[src/rtl/esc_pkg.sv]
// esc_pkg: payload types and fixed calendar constants for the epoch-seconds
// to calendar converter. No dependencies; compile first.
package esc_pkg;

    typedef struct packed {
        logic [31:0] epoch_seconds;
    } t_in_item;

    typedef struct packed {
        logic [5:0]  second;
        logic [5:0]  minute;
        logic [4:0]  hour;
        logic [4:0]  day_of_month;
        logic [3:0]  month;
        logic [11:0] year;
        logic [2:0]  weekday;
        logic [31:0] fat_stamp;
        logic        fat_in_range;
    } t_out_item;

    // day count shift to 0000-03-01 and era lengths
    localparam logic [19:0] DAYS_SHIFT  = 20'd719468;
    localparam logic [19:0] ERA4_START  = 20'd584388;   // 4 * 146097
    localparam logic [19:0] ERA5_START  = 20'd730485;   // 5 * 146097
    localparam logic [17:0] ERA_LAST    = 18'd146096;
    localparam logic [17:0] CENT_DAYS   = 18'd36524;
    localparam logic [11:0] FAT_YEAR0   = 12'd1980;
    localparam logic [11:0] FAT_YEAR1   = 12'd2107;
    localparam logic [11:0] ERA4_YEAR   = 12'd1600;
    localparam logic [11:0] ERA5_YEAR   = 12'd2000;

    // first day of each month in a march-based year, indexed by month from march
    localparam logic [8:0] MONTH_START [12] = '{
        9'd0,   9'd31,  9'd61,  9'd92,  9'd122, 9'd153,
        9'd184, 9'd214, 9'd245, 9'd275, 9'd306, 9'd337
    };

endpackage

[src/rtl/esc_if.sv]
// esc_if: valid/ready channel interfaces for input beats and result beats.
// Depends on esc_pkg for the payload types.
interface esc_in_if;
    import esc_pkg::*;
    logic     valid;
    logic     ready;
    t_in_item data;
    modport source (output valid, output data, input ready);
    modport sink   (input valid, input data, output ready);
endinterface

interface esc_out_if;
    import esc_pkg::*;
    logic      valid;
    logic      ready;
    t_out_item data;
    modport source (output valid, output data, input ready);
    modport sink   (input valid, input data, output ready);
endinterface

[src/rtl/epoch_seconds_to_calendar_fat_top.sv]
// Epoch seconds to calendar fields and FAT timestamp, seven register stages.
// A result is valid once its input beat has passed stage registers r0 to r5 and the output register.
// Throughput: one beat per cycle while the output is not stalled; each stage holds at most three short
// constant multiplies, and per-stage ready lets a stage fill while later ones stall.
// Reset (synchronous, active low) clears only the stage valid bits; no beat is taken in reset.
// Depends on esc_pkg and esc_if.
module epoch_seconds_to_calendar_fat_top (
    input  logic          i_clk,
    input  logic          i_rst_n,
    esc_in_if.sink        i_sec,
    esc_out_if.source     o_cal
);
    import esc_pkg::*;

    // reciprocals: floor(x/d) = (x*m) >> k with m = ceil(2^k/d)
    localparam logic [25:0] DAY_M   = 26'(((64'd1 << 35) + 64'd674) / 64'd675);
    localparam logic [16:0] WD_M    = 17'(((64'd1 << 19) + 64'd6) / 64'd7);
    localparam logic [13:0] HR_M    = 14'(((64'd1 << 21) + 64'd224) / 64'd225);
    localparam logic [16:0] Q1460_M = 17'(((64'd1 << 25) + 64'd364) / 64'd365);
    localparam logic [18:0] Y365_M  = 19'(((64'd1 << 27) + 64'd364) / 64'd365);
    localparam logic [10:0] MIN_M   = 11'(((64'd1 << 14) + 64'd14) / 64'd15);
    localparam logic [9:0]  C100_M  = 10'(((64'd1 << 16) + 64'd99) / 64'd100);

    logic [6:0] r_v;
    logic [6:0] w_en;

    // stage registers
    logic [31:0] r0_t;
    logic [31:0] r1_t;
    logic [15:0] r1_days;
    logic [16:0] r2_sod;
    logic        r2_era5;
    logic [17:0] r2_doe;
    logic [15:0] r2_w4;
    logic [13:0] r2_wq;
    logic [16:0] r3_sod;
    logic [4:0]  r3_hr;
    logic [17:0] r3_a;
    logic [17:0] r3_doe;
    logic        r3_era5;
    logic [2:0]  r3_wd;
    logic [11:0] r4_ms;
    logic [8:0]  r4_yoe;
    logic [17:0] r4_doe;
    logic        r4_era5;
    logic [4:0]  r4_hr;
    logic [2:0]  r4_wd;
    logic [11:0] r5_ms;
    logic [5:0]  r5_min;
    logic [8:0]  r5_doy;
    logic [8:0]  r5_yoe;
    logic        r5_era5;
    logic [4:0]  r5_hr;
    logic [2:0]  r5_wd;
    t_out_item   r_out;

    // next values
    logic [15:0] n1_days;
    logic [16:0] n2_sod;
    logic        n2_era5;
    logic [17:0] n2_doe;
    logic [15:0] n2_w4;
    logic [13:0] n2_wq;
    logic [4:0]  n3_hr;
    logic [17:0] n3_a;
    logic [2:0]  n3_wd;
    logic [11:0] n4_ms;
    logic [8:0]  n4_yoe;
    logic [5:0]  n5_min;
    logic [8:0]  n5_doy;
    t_out_item   n_out;

    // handshake: a stage loads when empty or when the next one loads
    always_comb begin
        w_en[6] = !r_v[6] || o_cal.ready;
        for (int k = 5; k >= 0; k--) begin
            w_en[k] = !r_v[k] || w_en[k+1];
        end
    end

    assign i_sec.ready = w_en[0] && i_rst_n;
    assign o_cal.valid = r_v[6];
    assign o_cal.data  = r_out;

    // stage 1: day count
    logic [50:0] w_pday;
    assign w_pday  = 51'(r0_t[31:7]) * 51'(DAY_M);
    assign n1_days = w_pday[50:35];

    // stage 2: second of day, day of era, weekday quotient
    logic [31:0] w_sod;
    logic [19:0] w_z;
    logic [19:0] w_doe;
    logic [32:0] w_pwd;
    always_comb begin
        w_sod   = r1_t - 32'(r1_days) * 32'd86400;
        n2_sod  = w_sod[16:0];
        w_z     = 20'(r1_days) + DAYS_SHIFT;
        n2_era5 = (w_z >= ERA5_START);
        w_doe   = n2_era5 ? (w_z - ERA5_START) : (w_z - ERA4_START);
        n2_doe  = w_doe[17:0];
        n2_w4   = r1_days + 16'd4;
        w_pwd   = 33'(n2_w4) * 33'(WD_M);
        n2_wq   = w_pwd[32:19];
    end

    // stage 3: hour, leap-corrected day of era, weekday
    logic [26:0] w_phr;
    logic [32:0] w_p1460;
    logic [2:0]  w_cent;
    logic [15:0] w_wd;
    always_comb begin
        w_phr   = 27'(r2_sod[16:4]) * 27'(HR_M);
        n3_hr   = w_phr[25:21];
        w_p1460 = 33'(r2_doe[17:2]) * 33'(Q1460_M);
        w_cent  = 3'(r2_doe >= CENT_DAYS) + 3'(r2_doe >= 18'(2 * CENT_DAYS))
                + 3'(r2_doe >= 18'(3 * CENT_DAYS)) + 3'(r2_doe >= ERA_LAST);
        n3_a    = r2_doe - 18'(w_p1460[32:25]) + 18'(w_cent)
                - 18'(r2_doe == ERA_LAST);
        w_wd    = r2_w4 - 16'(r2_wq) * 16'd7;
        n3_wd   = w_wd[2:0];
    end

    // stage 4: seconds within hour, year of era
    logic [16:0] w_ms;
    logic [36:0] w_py;
    always_comb begin
        w_ms   = r3_sod - 17'(r3_hr) * 17'd3600;
        n4_ms  = w_ms[11:0];
        w_py   = 37'(r3_a) * 37'(Y365_M);
        n4_yoe = w_py[35:27];
    end

    // stage 5: minute, day of year
    logic [20:0] w_pmin;
    logic [18:0] w_p100;
    logic [17:0] w_doy;
    always_comb begin
        w_pmin = 21'(r4_ms[11:2]) * 21'(MIN_M);
        n5_min = w_pmin[19:14];
        w_p100 = 19'(r4_yoe) * 19'(C100_M);
        w_doy  = r4_doe - (18'(r4_yoe) * 18'd365 + 18'(r4_yoe[8:2])
               - 18'(w_p100[17:16]));
        n5_doy = w_doy[8:0];
    end

    // stage 6: month, day, year and fat packing
    logic [11:0] w_sec;
    logic [3:0]  w_mp;
    logic [8:0]  w_dd;
    logic [3:0]  w_mon;
    logic [11:0] w_year;
    logic [11:0] w_fy;
    always_comb begin
        w_sec = r5_ms - 12'(r5_min) * 12'd60;
        w_mp  = 4'd0;
        for (int k = 1; k < 12; k++) begin
            if (r5_doy >= MONTH_START[k]) begin
                w_mp = 4'(k);
            end
        end
        w_dd   = r5_doy - MONTH_START[w_mp] + 9'd1;
        w_mon  = (w_mp < 4'd10) ? (w_mp + 4'd3) : (w_mp - 4'd9);
        w_year = 12'(r5_yoe) + (r5_era5 ? ERA5_YEAR : ERA4_YEAR)
               + 12'(w_mon <= 4'd2);
        w_fy   = w_year - FAT_YEAR0;

        n_out.second       = w_sec[5:0];
        n_out.minute       = r5_min;
        n_out.hour         = r5_hr;
        n_out.day_of_month = w_dd[4:0];
        n_out.month        = w_mon;
        n_out.year         = w_year;
        n_out.weekday      = r5_wd;
        n_out.fat_stamp    = {w_fy[6:0], w_mon, w_dd[4:0], r5_hr, r5_min, w_sec[5:1]};
        n_out.fat_in_range = (w_year >= FAT_YEAR0) && (w_year <= FAT_YEAR1);
    end

    always_ff @(posedge i_clk) begin
        if (!i_rst_n) begin
            r_v <= '0;
        end else begin
            if (w_en[0]) begin
                r_v[0] <= i_sec.valid;
            end
            for (int k = 1; k < 7; k++) begin
                if (w_en[k]) begin
                    r_v[k] <= r_v[k-1];
                end
            end
        end
    end

    always_ff @(posedge i_clk) begin
        if (w_en[0]) begin
            r0_t <= i_sec.data.epoch_seconds;
        end
        if (w_en[1]) begin
            r1_t    <= r0_t;
            r1_days <= n1_days;
        end
        if (w_en[2]) begin
            r2_sod  <= n2_sod;
            r2_era5 <= n2_era5;
            r2_doe  <= n2_doe;
            r2_w4   <= n2_w4;
            r2_wq   <= n2_wq;
        end
        if (w_en[3]) begin
            r3_sod  <= r2_sod;
            r3_hr   <= n3_hr;
            r3_a    <= n3_a;
            r3_doe  <= r2_doe;
            r3_era5 <= r2_era5;
            r3_wd   <= n3_wd;
        end
        if (w_en[4]) begin
            r4_ms   <= n4_ms;
            r4_yoe  <= n4_yoe;
            r4_doe  <= r3_doe;
            r4_era5 <= r3_era5;
            r4_hr   <= r3_hr;
            r4_wd   <= r3_wd;
        end
        if (w_en[5]) begin
            r5_ms   <= r4_ms;
            r5_min  <= n5_min;
            r5_doy  <= n5_doy;
            r5_yoe  <= r4_yoe;
            r5_era5 <= r4_era5;
            r5_hr   <= r4_hr;
            r5_wd   <= r4_wd;
        end
        if (w_en[6]) begin
            r_out <= n_out;
        end
    end

    // input stalls only when every stage holds a beat
    a_full_stall: assert property (@(posedge i_clk) disable iff (!i_rst_n)
        !i_sec.ready |-> (&r_v))
        else $error("input stalled with an empty stage");

    // a stalled stage keeps its beat
    a_stage_hold: assert property (@(posedge i_clk) disable iff (!i_rst_n)
        (r_v[5] && !w_en[5]) |=> (r_v[5] && $stable(r5_doy) && $stable(r5_ms)))
        else $error("stalled stage lost its contents");

    // fat range flag agrees with the year (year never exceeds 2107)
    a_range_flag: assert property (@(posedge i_clk) disable iff (!i_rst_n)
        o_cal.valid |-> (o_cal.data.fat_in_range == (o_cal.data.year >= FAT_YEAR0)))
        else $error("fat range flag disagrees with year");

    // packed stamp carries the same day, month and halved second
    a_stamp_fields: assert property (@(posedge i_clk) disable iff (!i_rst_n)
        o_cal.valid |-> (o_cal.data.fat_stamp[20:16] == o_cal.data.day_of_month
                         && o_cal.data.fat_stamp[4:0] == o_cal.data.second[5:1]
                         && o_cal.data.fat_stamp[24:21] == o_cal.data.month))
        else $error("fat stamp fields disagree with calendar fields");

endmodule
[src/flat_wrapper.sv]
// flat-port wrapper written by rule: the top's interface ports become plain ports
module epoch_seconds_to_calendar_fat_top_flat import esc_pkg::*;
  (i_clk, i_rst_n, i_sec_valid, i_sec_data, i_sec_ready, o_cal_valid, o_cal_data, o_cal_ready);
  esc_in_if i_sec_i ();
  esc_out_if o_cal_i ();
  input  logic i_clk;
  input  logic i_rst_n;
  input wire logic [$bits(i_sec_i.valid)-1:0] i_sec_valid;
  input wire logic [$bits(i_sec_i.data)-1:0] i_sec_data;
  output wire logic [$bits(i_sec_i.ready)-1:0] i_sec_ready;
  output wire logic [$bits(o_cal_i.valid)-1:0] o_cal_valid;
  output wire logic [$bits(o_cal_i.data)-1:0] o_cal_data;
  input wire logic [$bits(o_cal_i.ready)-1:0] o_cal_ready;
  assign i_sec_i.valid = i_sec_valid;
  assign i_sec_i.data = i_sec_data;
  assign i_sec_ready = i_sec_i.ready;
  assign o_cal_valid = o_cal_i.valid;
  assign o_cal_data = o_cal_i.data;
  assign o_cal_i.ready = o_cal_ready;
  epoch_seconds_to_calendar_fat_top u_core (.i_clk(i_clk), .i_rst_n(i_rst_n), .i_sec(i_sec_i), .o_cal(o_cal_i));
endmodule
[config.mk]
export PLATFORM = sky130hd
export DESIGN_NAME = epoch_seconds_to_calendar_fat_top_flat
export DESIGN_NICKNAME = d
export VERILOG_FILES = /design/src/rtl/esc_pkg.sv /design/src/rtl/esc_if.sv /design/src/rtl/epoch_seconds_to_calendar_fat_top.sv /design/src/flat_wrapper.sv
export SDC_FILE = /design/constraint.sdc
export NUM_CORES = 2
export LEC_CHECK = 0
export ABC_AREA = 1
export BUFFER_PORTS_ARGS = -buffer_cell sky130_fd_sc_hd__buf_4
export CAP_MARGIN = 20
export CORE_AREA = 8 8 301 303
export CTS_BUF_LIST = sky130_fd_sc_hd__clkbuf_4 sky130_fd_sc_hd__clkbuf_8
export DETAILED_ROUTE_END_ITERATION = 7
export DIE_AREA = 0 0 309 311
export GPL_TIMING_DRIVEN = 0
export PLACE_DENSITY_LB_ADDON = 0.25
export SETUP_SLACK_MARGIN = 0.3
export SLEW_MARGIN = 20
export SYNTH_ARGS = -nofsm -noshare
export SYNTH_HDL_FRONTEND = slang
export SYNTH_SLANG_ARGS = --single-unit
[constraint.sdc]
create_clock -name i_clk -period 10.4 [get_ports i_clk]
set_clock_uncertainty 0.2 [all_clocks]
set_input_delay 1.56 -clock i_clk [delete_from_list [all_inputs] [get_ports i_clk]]
set_output_delay 1.56 -clock i_clk [all_outputs]
set_load 0.005 [all_outputs]
==> out/results.ini <==
[finish]
final_common_cell=inv_1
final.fill_count=7813
drive_gt1_frac=0.06080
fin_nets=5973
final_cell_mix=inv_1, ha_1, fa_1
final_cell_area_mm2=0.04617
final_core_util=0.5372
seq_area_mm2=0.008548
multi_input_area_mm2=0.02959
syn2layout_area_growth_pct=8.843

[placement]
gp_congestion=0.9096
placed_area_mm2=0.04485
numPortBuffers=111
dpl.hpwl_mm=75.67

[die]
dieWidth_um=309
dieArea_mm2=0.09610
dieHeight_um=311
ioPinCount=112
design.core.area_mm2=0.08594
start_util=0.4936
num_rows=108

[worst_setup_path]
cp.arrival_ps=9000
critical_path.max_stage_delay_ps=840
critical-path-top-delay-family=adder cells
cp.buffers_inverters=7
crit_type=register to register
cp-end-kind=register
critical_path.max_fanout=13
crit_required_ps=10600
worst_path_max_delay_cell=edfxtp_1
crit_path_start_kind=register

[drt]
vias_per_cell=5.000
drc=0
dr.pass1.iters=5
drtIter0Drc=1246
wl_per_cell_um=15.61
routed_wl_mm=88.68
routed-via-count=28400
postRouteAntennaNets=0

[timing]
finalHoldViolations=0
slew_headroom=0.4334
fmaxAchievable_ghz=0.1136
fin_crit_sh=0.8462
hold_slack_ps=202.9
setup_violations=0
rsz0062_at_grt=no
slew_violations=0
worst_pin_slew_ps=849.9
period_needed_ps=8800

[yosys]
synth_area_per_cell_um2=9.858
ys_ff_latch=287
ys_warn_count=0
synthCells=4303
ys_seq_area_frac=0.2015
ys.flop_type=edfxtp_1
synth_edf_count=280
ys_async_sr_fraction=0
synth_cell_types=53
synth_fp_nets=5799
synth.cell_area_mm2=0.04242

[clocking]
clock_path_buffers=3
h-tree-depth=2
post_cts_resize_count=0
clock-sinks=287
cts_made_buffers=54
clkLatencyLatePin_ps=690
root_buffer=clkbuf_8
clk_pin_slew_ps=70
tritoncts=yes
postCtsSetupBuffers=0
cts_hold_buffers=0

[job]
max_cap_violations=0

[worst_hold_path]
hold_path.class=register to register

[grt]
grt_pass1_wl_mm=149.3
grt_usage=0.1895
grt_pass1_vias=29880
grt_max_degree=34
antenna_found_initial=2
grt_overflow_total=0

[status]
status=finished clean

## synthesized netlist by cell type, types with 2 or more instances
master	instances	area, um^2
nand2_1	434	1629
nor4_1	14	87.58
o21ai_0	118	590.6
inv_2	4	15.01
xor2_1	131	1147
a21o_1	18	135.1
and2_1	2	12.51
nor3b_1	2	15.01
nand3_1	98	490.5
edfxtp_1	280	8408
o21ai_1	5	25.02
ha_1	964	12060
a211oi_1	4	30.03
and3_1	5	31.28
o221ai_1	5	43.79
nand4_1	28	175.2
a21oi_1	209	1046
buf_4	30	225.2
o2111ai_1	3	26.28
buf_6	2	22.52
inv_1	1067	4005
o21a_1	7	52.55
o31ai_1	8	60.06
or2_2	4	25.02
a31oi_1	24	150.1
o211ai_1	15	112.6
xnor2_1	56	490.5
dfxtp_1	7	140.1
a2111oi_0	2	17.52
o21bai_1	12	90.09
a221oi_1	4	35.03
nor2_1	189	709.4
fa_1	496	9930
a21boi_0	3	22.52
nand2_2	5	31.28
nor3_1	31	155.2
## cell type report
cell class              count  share of cell area
plain buffers              34            0.005556
clock buffers              77             0.02106
diodes                      3           0.0001626
clock inverters            25            0.007425
inverters                1072             0.08715
flip-flops and latches    287              0.1851
multi-input cells        2910              0.6409
repair buffers            118             0.02125
well taps                1155             0.03130
## sequential cells by signal (all words and copies together) (netlist names), 7 cells and up
signal	flops
u_core.r4_ms	12
u_core.r0_t	32
u_core.r3_doe	9
u_core.r1_days	16
u_core.o_cal.data	47
u_core.r3_sod	12
u_core.r3_a	18
u_core.r_v	7
u_core.r5_doy	9
u_core.r2_doe	18
u_core.r4_doe	9
u_core.r2_sod	17
u_core.r4_yoe	9
u_core.r5_yoe	9
u_core.r1_t	17
## logic make-up after synthesis
family                     synth area share
DFF                                  0.2015
adders and majority gates            0.5184
and+or+nand+nor                     0.08044
xor gates and xnor gates            0.03964
AOI/OAI and AO/OA                   0.05905
buffers and inverters                0.1009
## final timing paths
| kind | slack (ps) | endpoint | from | depth (start not counted) |
|---|---|---|---|---|
| setup / recovery | 1600 | u_core.r3_a[11] | u_core.r2_doe[7] | 31 |
| setup reg to reg | 1600 | u_core.r3_a[11] | u_core.r2_doe[7] | 31 |
| hold / removal | 200 | u_core.r4_ms[3] | u_core.r3_sod[3] | 0 |
| hold reg to reg | 200 | u_core.r4_ms[3] | u_core.r3_sod[3] | 0 |
## metal layers
metal	part of all wire	up-vias	global-route usage
li1	-	14170	-
met1	0.47	13630	0.2565
met2	0.47	467	0.3203
met3	0.038	139	0.02285
met4	0.025	0	0.04985
met5	0	-	0
## worst register-to-register path: cells and delay by family, from the launching register on
family                     cells  cell delay, ps
xor gates and xnor gates       2             420
and+or+nand+nor                3             240
adders and majority gates     10            4340
AOI/OAI and AO/OA              9            1790
buffers and inverters          7             700
DFF                            1             840
## metrics by stage
step,instances,setup slack (ps),TNS (ps)
global placement,5569,-2054,-23830
floorplan,4303,1049,0
global route,5681,1063,0
CTS,5678,1492,0
detailed placement,5576,1519,0
finish,5681,1600,0
Power is left out: the tool's default activity adds up to more than one toggle a clock period on the data nets, which glitch-free logic cannot reach.
